===== src/rtl/bffa_pkg.sv =====
`timescale 1ns / 1ps
// ----------------------------------------------------------------------------
// bffa_pkg
// Shared types and constants of the bitmap first-fit block allocator.
// ----------------------------------------------------------------------------
package bffa_pkg;

	// field widths
	localparam int ADDR_W   = 48;
	localparam int BYTES_W  = 32;
	localparam int USED_W   = 21;
	localparam int STATUS_W = 2;
	localparam int CFG_IDX_W = 1;
	localparam int CFG_DATA_W = 48;

	// operation codes
	localparam logic OP_ALLOC   = 1'b0;
	localparam logic OP_RELEASE = 1'b1;

	// result status codes
	localparam logic [STATUS_W-1:0] STS_DONE     = 2'd0;
	localparam logic [STATUS_W-1:0] STS_FAIL     = 2'd1;
	localparam logic [STATUS_W-1:0] STS_NOTFOUND = 2'd2;

	// configuration register indexes
	localparam logic [CFG_IDX_W-1:0] CFG_BASE  = 1'b0;
	localparam logic [CFG_IDX_W-1:0] CFG_TOTAL = 1'b1;

	// configuration reset values
	localparam logic [ADDR_W-1:0]  BASE_RESET  = 48'd0;
	localparam logic [BYTES_W-1:0] TOTAL_RESET = 32'd1048576;

	// controller states
	typedef enum logic [2:0] {
		S_CLEAR,
		S_IDLE,
		S_CHECK,
		S_SCAN,
		S_MARK,
		S_RESP
	} bffa_state_t;

	// controller to datapath commands
	typedef struct packed {
		logic accept;
		logic clear_en;
		logic scan_init;
		logic scan_en;
		logic mark_en;
		logic resp_load;
	} bffa_cmd_t;

	// datapath to controller status
	typedef struct packed {
		logic clear_done;
		logic need_bad;
		logic scan_hit;
		logic scan_miss;
		logic mark_done;
	} bffa_sts_t;

endpackage


===== src/rtl/bffa_ctrl.sv =====
`timescale 1ns / 1ps
// ----------------------------------------------------------------------------
// bffa_ctrl
// Sequencer of the allocator: clearing pass, size check, scan, mark, response.
// ----------------------------------------------------------------------------
module bffa_ctrl (
	input  logic                clk,
	input  logic                arst_n,
	input  logic                in_valid,
	output logic                in_stall,
	input  logic                operation,
	output logic                out_valid,
	input  logic                out_stall,
	input  bffa_pkg::bffa_sts_t sts,
	output bffa_pkg::bffa_cmd_t cmd
);
	import bffa_pkg::*;

	bffa_state_t state_q;
	bffa_state_t state_d;
	logic        out_valid_q;
	logic        accept;
	logic        resp_load;

	assign in_stall  = (state_q != S_IDLE);
	assign accept    = in_valid && !in_stall;
	assign resp_load = (state_q == S_RESP) && (!out_valid_q || !out_stall);
	assign out_valid = out_valid_q;

	// next state
	always_comb begin
		state_d = state_q;
		case (state_q)
			S_CLEAR: begin
				if (sts.clear_done) state_d = S_IDLE;
			end
			S_IDLE: begin
				if (accept) state_d = (operation == OP_RELEASE) ? S_SCAN : S_CHECK;
			end
			S_CHECK: begin
				state_d = sts.need_bad ? S_RESP : S_SCAN;
			end
			S_SCAN: begin
				if (sts.scan_hit) state_d = S_MARK;
				else if (sts.scan_miss) state_d = S_RESP;
			end
			S_MARK: begin
				if (sts.mark_done) state_d = S_RESP;
			end
			S_RESP: begin
				if (resp_load) state_d = S_IDLE;
			end
			default: state_d = S_CLEAR;
		endcase
	end

	// command outputs
	always_comb begin
		cmd           = '0;
		cmd.accept    = accept;
		cmd.resp_load = resp_load;
		case (state_q)
			S_CLEAR: cmd.clear_en = 1'b1;
			S_IDLE:  cmd.scan_init = accept && (operation == OP_RELEASE);
			S_CHECK: cmd.scan_init = !sts.need_bad;
			S_SCAN:  cmd.scan_en = 1'b1;
			S_MARK:  cmd.mark_en = 1'b1;
			default: cmd.accept = accept;
		endcase
	end

	// state register
	always_ff @(posedge clk or negedge arst_n) begin
		if (!arst_n) begin
			state_q <= S_CLEAR;
		end else begin
			state_q <= state_d;
		end
	end

	// result valid flag
	always_ff @(posedge clk or negedge arst_n) begin
		if (!arst_n) begin
			out_valid_q <= 1'b0;
		end else if (resp_load) begin
			out_valid_q <= 1'b1;
		end else if (!out_stall) begin
			out_valid_q <= 1'b0;
		end
	end

	// an accepted transaction always leaves idle
	a_accept_busy: assert property (@(posedge clk) disable iff (!arst_n)
		accept |=> (state_q != S_IDLE))
		else $error("accepted transaction did not start work");

	// a finished result waits while the previous one is stalled
	a_resp_hold: assert property (@(posedge clk) disable iff (!arst_n)
		(state_q == S_RESP && out_valid_q && out_stall) |=> (state_q == S_RESP))
		else $error("result overwritten while output stalled");

	// a stalled result stays valid
	a_out_hold: assert property (@(posedge clk) disable iff (!arst_n)
		(out_valid_q && out_stall) |=> out_valid_q)
		else $error("result dropped while output stalled");

endmodule


===== config.mk =====
export PLATFORM = sky130hd
export DESIGN_NAME = bffa_ctrl
export DESIGN_NICKNAME = d
export VERILOG_FILES = /design/src/rtl/bffa_pkg.sv /design/src/rtl/bffa_ctrl.sv
export SDC_FILE = /design/constraint.sdc
export NUM_CORES = 1
export LEC_CHECK = 0
export BUFFER_PORTS_ARGS = -buffer_cell sky130_fd_sc_hd__buf_2
export CAP_MARGIN = 25
export CORE_AREA = 4 4 41 43
export CTS_BUF_LIST = sky130_fd_sc_hd__clkbuf_8
export DETAILED_ROUTE_END_ITERATION = 7
export DIE_AREA = 0 0 45 47
export GPL_ROUTABILITY_DRIVEN = 1
export PLACE_DENSITY_LB_ADDON = 0.1
export SLEW_MARGIN = 20
export SYNTH_ARGS = -nofsm -noshare
export SYNTH_HDL_FRONTEND = slang
export SYNTH_SLANG_ARGS = --single-unit

===== constraint.sdc =====
create_clock -name clk -period 2.4 [get_ports clk]
set_input_delay 0.72 -clock clk [delete_from_list [all_inputs] [get_ports clk]]
set_output_delay 0.72 -clock clk [all_outputs]
set_load 0.01 [all_outputs]

==> results of run 1 <==
==> cell usage after synthesis <==
cell	number
and2b_4	1
and2_1	2
nand3_1	1
nor2b_1	1
nor3b_1	1
o221ai_2	1
nor3b_4	1
buf_6	2
inv_1	1
o21ai_1	3
o21ai_2	1
a32oi_1	1
dfrtp_1	4
nor3_2	1
a21oi_1	3
a31oi_1	1
nand2b_1	2
and2b_1	1
nand2_1	5
a22oi_2	1
buf_4	3
nor2_1	6
==> power by group <==
group	internal (mW)	leakage [nW]	switching [mW]
clock network	0.106	0.0216	0.0300
logic	0.161	0.159	0.166
registers	0.0981	0.0498	0.0458
==> flip-flops by register name, summed over array words and instances, names as in the netlist <==
| register | cells |
|---|---|
| state_q | 3 |
| out_valid | 1 |
==> worst max-delay path: cells and delay by family, from the launching register on <==
kind | cells | cell delay, ns
buf+inv | 1 | 0.14
flops | 1 | 0.50
simple gates | 2 | 0.32
compound gates | 1 | 0.13
==> worst paths after layout <==
check	end	slack, ns	from	cells after the start
worst max-delay path	cmd[0]	0.38	state_q[0]$_DFFE_PN0P_	4
worst min-delay path	state_q[2]$_DFFE_PN0P_	0.30	arst_n	1
worst max register to register	state_q[2]$_DFFE_PN0P_	1.27	state_q[2]$_DFFE_PN0P_	4
worst min register to register	out_valid$_DFFE_PN0P_	0.59	out_valid$_DFFE_PN0P_	2
max in group asynchronous	state_q[0]$_DFFE_PN0P_	1.98	arst_n	1
min in group clk	out_valid$_DFFE_PN0P_	0.59	out_valid$_DFFE_PN0P_	2
==> cell families after synthesis <==
kind of cell,Yosys count,share of synthesized area [%]
AOI/OAI and AO/OA,11,22.49
buffers and inverters,6,13.49
DFF,4,27.68
and+or+nand+nor,22,36.33
==> through the flow <==
step | hold slack [ns] | setup WS [ns] | total power, mW
floorplan | 0.4244 | 0.5682 | 0.4201
global placement | 0.5291 | 0.4066 | 0.4840
detailed placement | 0.5278 | 0.3876 | 0.4807
CTS | 0.3038 | 0.3586 | 0.6203
global route | 0.3031 | 0.3057 | 0.6630
finish | 0.3032 | 0.3774 | 0.6081
==> layout make-up <==
class / count / area share [%]
inverter: 1 / 0.8000
clock buffer: 3 / 8.800
sequential: 4 / 21.33
timing repair buffer: 18 / 19.73
multi-input combinational: 33 / 45.33
tap: 15 / 4.000
==> per-layer routing <==
layer	vias up	track usage (%)	part of all wire, %
li1	177	-	-
met1	154	10.11	46
met2	10	14.12	47
met3	0	1.533	7.3
met4	0	5.263	0
met5	-	0	0
==> Flow_metrics.wiki, run 1 <==
{| class="wikitable"
! Metric !! Value
|-
| Number of nets in the final layout || 71
|-
| Maximum number of pins on one net before global-route repair || 12
|-
| Crit path largest cell delay || about 0.5 ns
|-
| Mean routed wirelength per cell || 10.85 um
|-
| Clock transition time at the flip-flop clock pins of the worst setup and hold paths || 0.03 ns
|-
| Global-route wire length before repair || 1.304 mm
|-
| Clock latency of the later-clocked register in the worst-skew pair || 0.21 ns
|-
| Peak clock frequency supported by timing || 494.4 MHz
|-
| Hold/Removal Path Class || input port to asynchronous set/reset pin
|-
| Setup repair after global routing missed its margin || no
|-
| CTS tree || yes
|-
| Number of routed nets with antenna violations || 0
|-
| Number of setup buffers added after CTS || 0
|-
| Final cell count without fillers || 74
|-
| Commonest non-fill, non-tap cells in the layout || buf_2 (17), nor2_1 (6), nand2_1 (5)
|-
| Post-layout min period || 2.023 ns
|-
| DRC errors left || 0
|-
| Worst setup EP type || output pin
|-
| Vias || 341
|-
| Iteration-0 DRC count of the detailed router || 6
|-
| Maximum level of the CTS H-tree || 1
|-
| Ratio of cells with drive above 1 in the final layout || 45.76%
|-
| Worst-case headroom to the max-slew limit || about four fifths
|-
| Worst IR Drop VDD || 0.4118 mV
|-
| Weighted congestion at the end of routability-driven global placement || 0.7113
|-
| ANT cells || 0
|-
| Cell type with the highest aggregate area in the netlist || dfrtp_1
|-
| Die area || 2115 um2
|-
| Max FO, Critical Path || 9
|-
| Synthesis-to-finish area growth || 29.76%
|-
| Global route overflow || 0
|-
| Register bit total from synthesis || 4
|-
| Sequential cell area || around 100 um2
|-
| Transition time at the pin with the least slew margin || 0.3002 ns
|-
| Fin. Hold Viols || 0
|-
| Type of origin of the critical path || flop
|-
| Number of port buffers || 17
|-
| Critical path's slowest cell || dfrtp_1
|-
| Critical-path cell list || and2b_4, nand2_1, a21oi_1, buf_2
|-
| Effective utilization at floorplan || between 20% and 30%
|-
| Pwr dens || 1296 nW/um2
|-
| # fillers || about 170
|-
| Post-detailed-route via-to-cell ratio || 4.608
|-
| Data arrival at the endpoint of the critical path || 1.30 ns
|-
| Count of clock tree sinks || 4
|-
| Placed standard-cell area || 427.9 um2
|-
| Rows || 13
|-
| Number of antenna violations at the first check in global routing || 0
|-
| Net count after synthesis || 53
|-
| Die Ht || 47 um
|-
| Area of the placeable core || 1301 um2
|-
| Number of violations of the max-capacitance limit || 0
|-
| Aggregate global-route resource usage || 8.485%
|-
| Share of the yosys chip area belonging to registers || between 20% and 30%
|-
| Number of placed instances with taps included || a little over 70
|-
| Utilization after layout || 36.06%
|-
| Cell chosen for the clock root || clkbuf_8
|-
| Post-synthesis area per instance || 8.409 um2
|-
| Number of detailed-routing iterations run before antenna repair || 3
|-
| Vias in the first global route || around 320
|-
| Final-report setup violation count || 0
|-
| Total standard cell area after synthesis || 361.6 um2
|-
| Critical Setup Path Class || flop to output pin
|-
| Setup TNS || 0 ns
|-
| Run status || finished clean
|-
| Post-route clock period utilization || a little over four fifths
|-
| Yosys warning total || 0
|-
| Boundary Pins || 18
|-
| Gate Count Post-Synth || between 40 and 50
|-
| Die width || 45 um
|-
| CTS-repair resized insts || 0
|-
| Slew Viols, Final || 0
|-
| Share of the synthesized area in the top cell type || 27.68%
|-
| Critical Path RT || 1.68 ns
|-
| Design area || 469.2 um2
|-
| Final HPWL from detailed placement || 664 um
|-
| Static leakage || 0.2307 nW
|-
| TritonCTS Buffers || 3
|-
| Detailed Route WL || 803 um
|-
| Yosys cell types || 22
|-
| Multi-input gate area || 212.7 um2
|-
| Most common cell after layout, fill and taps aside || buf_2
|-
| Worst clock skew || roughly 0.0029 ns
|-
| Maximum clock insertion buffer count || 2
|-
| Area contributors post-synth || dfrtp_1 (28%), buf_4 (6.2%), buf_6 (6.2%)
|-
| # hold bufs at CTS || 0
|}
Power figures use the tool's default switching activity.
==> run 2: changes to the inputs <==
==> constraint.sdc (replaced) <==
create_clock -name clk -period 2.09 [get_ports clk]
set_input_delay 0.627 -clock clk [delete_from_list [all_inputs] [get_ports clk]]
set_output_delay 0.627 -clock clk [all_outputs]
set_load 0.01 [all_outputs]
==> Flow_metrics.wiki, run 2 (synthesis gave the netlist of run 1 again) <==
{| class="wikitable"
! Metric !! Value
|-
| Flip-flop count of the largest register, all copies and words added || 3 (unchanged)
|-
| Most common cell after layout, fill and taps aside || buf_2
|-
| Run status || finished clean
|-
| Hold/Removal Path Class || input port to asynchronous set/reset pin
|-
| Area of the placeable core || 1301 um2 (unchanged)
|-
| Post-detailed-route via-to-cell ratio || 4.446 (-3.5%)
|-
| Detailed Route WL || 776 um (-3.4%)
|-
| Sequential cell area || 100.1 um2 (unchanged)
|-
| Number of violations of the max-capacitance limit || 0 (unchanged)
|-
| Boundary Pins || 18 (unchanged)
|-
| Worst setup EP type || output pin
|-
| Post-layout total power || 0.6946 mW (+14%)
|-
| DRC errors left || 0 (unchanged)
|-
| Critical path's slowest cell || dfrtp_1
|-
| Setup TNS || 0 ns (unchanged)
|-
| Top register by number of flip-flops || state_q
|-
| Number of routed nets with antenna violations || 0 (unchanged)
|-
| Clock transition time at the flip-flop clock pins of the worst setup and hold paths || 0.03 ns (about the same)
|-
| Die Ht || 47 um (unchanged)
|-
| Synthesis-to-finish area growth || 29.76% (unchanged)
|-
| Die width || 45 um (unchanged)
|-
| Die area || 2115 um2 (unchanged)
|-
| Setup repair after global routing missed its margin || no
|-
| Number of port buffers || 17 (unchanged)
|-
| Worst clock skew || 0.001712 ns (-0.001200 ns)
|-
| Vias in the first global route || 336 (+5.3%)
|-
| Pwr dens || 1480 nW/um2 (+14%)
|-
| # hold bufs at CTS || 0 (unchanged)
|-
| Number of nets in the final layout || 71 (unchanged)
|-
| Number of detailed-routing iterations run before antenna repair || 3 (unchanged)
|-
| Effective utilization at floorplan || 27.79% (unchanged)
|-
| Cell chosen for the clock root || clkbuf_8
|-
| Global-route wire length before repair || 1.248 mm (-4.3%)
|-
| Worst Path Buf+Inv || 1 (unchanged)
|-
| Critical Setup Path Class || flop to output pin
|-
| Final-report setup violation count || 0 (unchanged)
|-
| Worst-case headroom to the max-slew limit || 80.06% (about the same)
|-
| Critical-path cell list || and2b_4, nand2_1, a21oi_1, buf_2
|-
| Global route overflow || 0 (unchanged)
|-
| Number of setup buffers added after CTS || 0 (unchanged)
|-
| Vias || 329 (-3.5%)
|-
| Ratio of cells with drive above 1 in the final layout || 45.76% (unchanged)
|-
| Weighted congestion at the end of routability-driven global placement || 0.7138 (+0.35%)
|-
| Number of antenna violations at the first check in global routing || 0 (unchanged)
|-
| Multi-input gate area || 212.7 um2 (unchanged)
|-
| Post-layout min period || 1.933 ns
|-
| Final worst hold slack || 0.2103 ns (-0.09291 ns)
|-
| ANT cells || 0 (unchanged)
|-
| # fillers || 149 (-9.7%)
|-
| CTS-repair resized insts || 0 (unchanged)
|-
| Worst Reg2Reg Path Length in Cells || 5 (+1)
|-
| Rows || 13 (unchanged)
|-
| Final HPWL from detailed placement || 629.1 um (-5.3%)
|-
| Count of clock tree sinks || 4 (unchanged)
|-
| Number of stages on the worst setup path || 4 (unchanged)
|-
| Mean routed wirelength per cell || 10.49 um (-3.4%)
|-
| Commonest non-fill, non-tap cells in the layout || buf_2 (17), nor2_1 (6), nand2_1 (5)
|-
| Slew Viols, Final || 0 (unchanged)
|-
| Post-route clock period utilization || 92.51%
|-
| Utilization after layout || 36.06% (unchanged)
|-
| Post-Place Worst Slack || 0.2542 ns (-0.1334 ns)
|-
| Worst IR Drop VDD || 0.4188 mV (+1.7%)
|-
| Type of origin of the critical path || flop
|-
| CTS tree || yes
|-
| Post-route worst setup slack || 0.1565 ns (-0.2209 ns)
|-
| Peak clock frequency supported by timing || approximately 520 MHz
|-
| Max FO, Critical Path || 9 (unchanged)
|-
| Top delay family on crit path || flip-flops
|-
| TritonCTS Buffers || 3 (unchanged)
|-
| Iteration-0 DRC count of the detailed router || 3 (-3)
|-
| Fin. Hold Viols || 0 (unchanged)
|-
| Maximum number of pins on one net before global-route repair || 10 (-2)
|-
| Static leakage || 0.2307 nW (unchanged)
|-
| Crit path largest cell delay || 0.50 ns (about the same)
|-
| Clock latency of the later-clocked register in the worst-skew pair || 0.21 ns (about the same)
|-
| Data arrival at the endpoint of the critical path || 1.31 ns (about the same)
|-
| Maximum level of the CTS H-tree || 1 (unchanged)
|-
| Critical Path RT || 1.46 ns (-0.22 ns)
|-
| Aggregate global-route resource usage || 8.320% (-0.17 points)
|-
| Maximum clock insertion buffer count || 2 (unchanged)
|-
| Transition time at the pin with the least slew margin || 0.2991 ns (-0.001083 ns)
|}
## run 2: cell counts in the layout (fill, tap and decap cells not counted)
No cell type changed its count.
## run 2: through the flow
step	cell area [um2]	instances
2_1_floorplan	361.6	43
3_3_place_gp	427.9	71
3_5_place_dp	427.9	71
4_1_cts	469.2	74
5_1_grt	469.2	74
6_report	469.2	74
## run 2: cell type report
type | count | area share (%)
Tap cell | 15 | 4.000
Multi-Input combinational cell | 33 | 45.33
Inverter | 1 | 0.8000
Timing Repair Buffer | 18 | 19.73
Clock buffer | 3 | 8.800
Sequential cell | 4 | 21.33
## run 2: worst reg2reg max path, stage by stage (launching register included)
cell and delay (ns):
dfrtp_1 0.42, buf_4 0.18, nor3_2 0.17, a32oi_1 0.08, nand2_1 0.10, o221ai_2 0.08
## run 2: report_power, final
part | total (mW) | leakage, nW | switching, mW | internal, mW
logic | 0.361 | 0.159 | 0.177 | 0.185
clock network | 0.157 | 0.0216 | 0.0350 | 0.122
registers | 0.176 | 0.0498 | 0.0633 | 0.113
total | 0.695 | 0.231 | 0.275 | 0.420
## run 2: final timing paths
check / to / from / slack, ns
max: cmd[0] / state_q[0]$_DFFE_PN0P_ / 0.16
min: state_q[0]$_DFFE_PN0P_ / arst_n / 0.21
max reg2reg: state_q[0]$_DFFE_PN0P_ / state_q[1]$_DFFE_PN0P_ / 0.93
min reg2reg: out_valid$_DFFE_PN0P_ / out_valid$_DFFE_PN0P_ / 0.58
max in group asynchronous: state_q[1]$_DFFE_PN0P_ / arst_n / 1.76
min in group clk: out_valid$_DFFE_PN0P_ / out_valid$_DFFE_PN0P_ / 0.58
## run 2: per-layer routing
layer / wire (um) / part of all wire (%) / track usage (%) / vias to the layer above
met3: 43 / 5.5 / 1.533 / 0
met2: 381 / 49 / 12.43 / 8
met5: 0 / 0 / 0 / -
li1: - / - / - / 178
met1: 351 / 45 / 10.32 / 143
met4: 0 / 0 / 7.018 / 0
==> run 3: changes to the inputs <==
--- a/config.mk
+++ b/config.mk
@@ -5,6 +5,7 @@
 export SDC_FILE = /design/constraint.sdc
 export NUM_CORES = 1
 export LEC_CHECK = 0
+export ABC_AREA = 1
 export BUFFER_PORTS_ARGS = -buffer_cell sky130_fd_sc_hd__buf_2
 export CAP_MARGIN = 25
 export CORE_AREA = 4 4 41 43
==> Flow_metrics.wiki, run 3 <==
{| class="wikitable"
! Metric !! Value
|-
| Run status || finished clean
|-
| Static leakage || 0.3221 nW (+40%)
|-
| ANT cells || 0 (unchanged)
|-
| Yosys warning total || 0 (unchanged)
|-
| Sequential cell area || 100.1 um2 (unchanged)
|-
| Gate Count Post-Synth || 59 (+37%)
|-
| Flip-flop count of the largest register, all copies and words added || 3 (unchanged)
|-
| Most frequent cells after synthesis || nand2_1 (10), nor2_1 (9), inv_1 (7), dfrtp_1 (4)
|-
| Count of clock tree sinks || 4 (unchanged)
|-
| Post-detailed-route via-to-cell ratio || 4.435 (-0.25%)
|-
| Register bit total from synthesis || 4 (unchanged)
|-
| Number of violations of the max-capacitance limit || 0 (unchanged)
|-
| Number of port buffers || 17 (unchanged)
|-
| Setup repair after global routing missed its margin || no
|-
| Max FO, Critical Path || 6 (-3)
|-
| Clock latency of the later-clocked register in the worst-skew pair || 0.21 ns (about the same)
|-
| Data arrival at the endpoint of the critical path || 1.32 ns (about the same)
|-
| Critical path endpoint || cmd[3]
|-
| Critical-path cell list || inv_2, nor2_4, nand2_4, nor2_4, a22o_1, buf_2
|-
| Share of the synthesized area in the top cell type || 24.54% (-3.1 points)
|-
| Async SR Flop Fraction || 100.0% (unchanged)
|-
| FF-to-FF Start || state_q[0]$_DFFE_PN0P_
|-
| Global route overflow || 0 (unchanged)
|-
| Number of detailed-routing iterations run before antenna repair || 4 (+1)
|-
| Multi-input gate area || 249.0 um2 (+17%)
|-
| Number of antenna violations at the first check in global routing || 0 (unchanged)
|-
| Vias in the first global route || 355 (+5.7%)
|-
| Launching instance or port of the critical path || state_q[0]$_DFFE_PN0P_
|-
| Area contributors post-synth || dfrtp_1 (25%), nand2_1 (9.2%), nor2_1 (8.3%)
|-
| Final-report setup violation count || 0 (unchanged)
|-
| # hold bufs at CTS || 0 (unchanged)
|-
| Maximum level of the CTS H-tree || 1 (unchanged)
|-
| Library cell with the highest instance count after synthesis || nand2_1
|-
| Top register by number of flip-flops || state_q
|-
| Share of the yosys chip area belonging to registers || 24.54% (-3.1 points)
|-
| Area of the placeable core || 1301 um2 (unchanged)
|-
| Net count after synthesis || 69 (+30%)
|-
| Transition time at the pin with the least slew margin || 0.2972 ns (-0.001962 ns)
|-
| Die width || 45 um (unchanged)
|-
| Pwr dens || 1400 nW/um2 (-5.4%)
|-
| Crit Reg-Reg Endpoint || state_q[2]$_DFFE_PN0P_
|-
| Peak clock frequency supported by timing || 514.4 MHz (-0.55%)
|-
| Commonest register cell after synthesis || dfrtp_1
|-
| Final HPWL from detailed placement || 762.3 um (+21%)
|-
| Critical Setup Path Class || flop to output pin
|-
| Setup slack of the most critical reg-to-reg path || 0.91 ns (-0.02 ns)
|-
| Effective utilization at floorplan || 31.35% (+3.6 points)
|-
| DRC errors left || 0 (unchanged)
|-
| Cell chosen for the clock root || clkbuf_8
|-
| Number of enable flip-flop cells after synthesis || 0 (unchanged)
|-
| Post-route clock period utilization || 93.02% (+0.51 points)
|-
| Worst-case headroom to the max-slew limit || 80.19% (+0.13 points)
|-
| # fillers || 154 (+3.4%)
|-
| Maximum clock insertion buffer count || 2 (unchanged)
|-
| Critical Path RT || 1.46 ns (about the same)
|-
| Clock transition time at the flip-flop clock pins of the worst setup and hold paths || 0.03 ns (about the same)
|-
| Final worst hold slack || 0.2078 ns (-0.002541 ns)
|-
| Worst clock skew || 0.003557 ns (+0.001845 ns)
|-
| Aggregate global-route resource usage || 10.36% (+2.0 points)
|-
| Setup TNS || 0 ns (unchanged)
|-
| Mean routed wirelength per cell || 9.674 um (-7.7%)
|-
| Post-route worst setup slack || 0.1458 ns (-0.01069 ns)
|-
| Worst IR Drop VDD || 0.5946 mV (+42%)
|-
| Worst setup EP type || output pin
|-
| Number of setup buffers added after CTS || 0 (unchanged)
|-
| Critical path's slowest cell || dfrtp_1
|-
| Ratio of cells with drive above 1 in the final layout || 50.65% (+4.9 points)
|-
| Detailed Route WL || 890 um (+15%)
|-
| Die Ht || 47 um (unchanged)
|-
| Global-route wire length before repair || 1.497 mm (+20%)
|-
| Fin. Hold Viols || 0 (unchanged)
|-
| Post-synthesis area per instance || 6.913 um2 (-18%)
|-
| Number of nets in the final layout || 89 (+25%)
|-
| Weighted congestion at the end of routability-driven global placement || 0.7578 (+6.2%)
|-
| Type of origin of the critical path || flop
|-
| Slew Viols, Final || 0 (unchanged)
|-
| Hold/Removal Path Class || input port to asynchronous set/reset pin
|-
| Maximum number of pins on one net before global-route repair || 8 (-2)
|-
| CTS-repair resized insts || 0 (unchanged)
|-
| Cell type with the highest aggregate area in the netlist || dfrtp_1
|-
| Synthesis-to-finish area growth || 31.90%
|-
| TritonCTS Buffers || 3 (unchanged)
|-
| Post-Place Worst Slack || 0.3201 ns (+0.06587 ns)
|-
| Yosys cell types || 20 (-9.1%)
|-
| Post-layout min period || 1.944 ns (+0.01069 ns)
|-
| Rows || 13 (unchanged)
|-
| Number of routed nets with antenna violations || 0 (unchanged)
|-
| Total standard cell area after synthesis || 407.9 um2 (+13%)
|-
| Most common cell after layout, fill and taps aside || buf_2
|-
| Vias || 408 (+24%)
|-
| Commonest non-fill, non-tap cells in the layout || buf_2 (17), nand2_1 (10), nor2_1 (9)
|-
| Boundary Pins || 18 (unchanged)
|-
| Die area || 2115 um2 (unchanged)
|-
| Cell seen most often among critical-path stages || nor2_4
|-
| Crit path largest cell delay || 0.46 ns (-0.04 ns)
|-
| CTS tree || yes
|-
| Worst Reg2Reg Path Length in Cells || 8 (+3)
|-
| Iteration-0 DRC count of the detailed router || 5 (+2)
|}
[run 3: cell types whose count changed in the layout (fill, tap and decap cells not counted), moves of 2 or more]
cell,delta
o21ai_0,+3
nand2_1,+5
nor2_1,+3
nand3_2,+2
o21ai_1,-3
inv_2,+3
a21oi_1,-3
nand2b_1,-2
inv_1,+6
nor2_4,+3
and2_1,-2
nor2_2,+3
nand2_2,+3
[run 3: worst min path at each step]
stage / end
after floorplan: out_valid$_DFFE_PN0P_
after global routing: out_valid$_DFFE_PN0P_
after global placement: state_q[0]$_DFFE_PN0P_
after detailed placement: state_q[0]$_DFFE_PN0P_
after CTS: out_valid$_DFFE_PN0P_
final: state_q[1]$_DFFE_PN0P_
[run 3: cell type report]
type                       instances  share of cell area (%)
clock buffer                       3                   7.674
tap                               15                   3.488
inverter                          11                   8.140
multi-input combinational         42                   46.28
timing repair buffer              17                   15.81
sequential                         4                   18.60
[run 3: power breakdown]
group          leakage, nW  switching, mW  internal [mW]
clock network       0.0216         0.0359          0.122
registers           0.0504         0.0512          0.112
logic                0.250          0.267          0.165
[run 3: kinds of logic after synthesis]
| logic type | Yosys count | share of synthesized area [%] |
|---|---|---|
| flops | 4 | 24.54 |
| simple gates | 35 | 49.39 |
| buf+inv | 13 | 14.42 |
| compound gates | 7 | 11.66 |
[run 3: stage by stage]
step	instances	area (um2)	power, mW	utilization, %
2_1_floorplan	59	407.9	0.4964	-
3_3_place_gp	89	496.7	0.6055	38.17
3_5_place_dp	89	496.7	0.6024	38.17
4_1_cts	92	538.0	0.7677	41.35
5_1_grt	92	538.0	0.8400	41.35
6_report	92	538.0	0.7531	41.35
[run 3: worst max-delay path: cells and delay by family (launching register included)]
family	cells	cell delay, ns
compound gates	1	0.11
buf+inv	2	0.22
flops	1	0.46
simple gates	3	0.31
[run 3: routing by layer]
layer,part of all wire [%],global-route usage (%)
met1,48,14.38
met4,0,7.018
met2,44,12.99
met3,7.6,3.831
met5,0,0
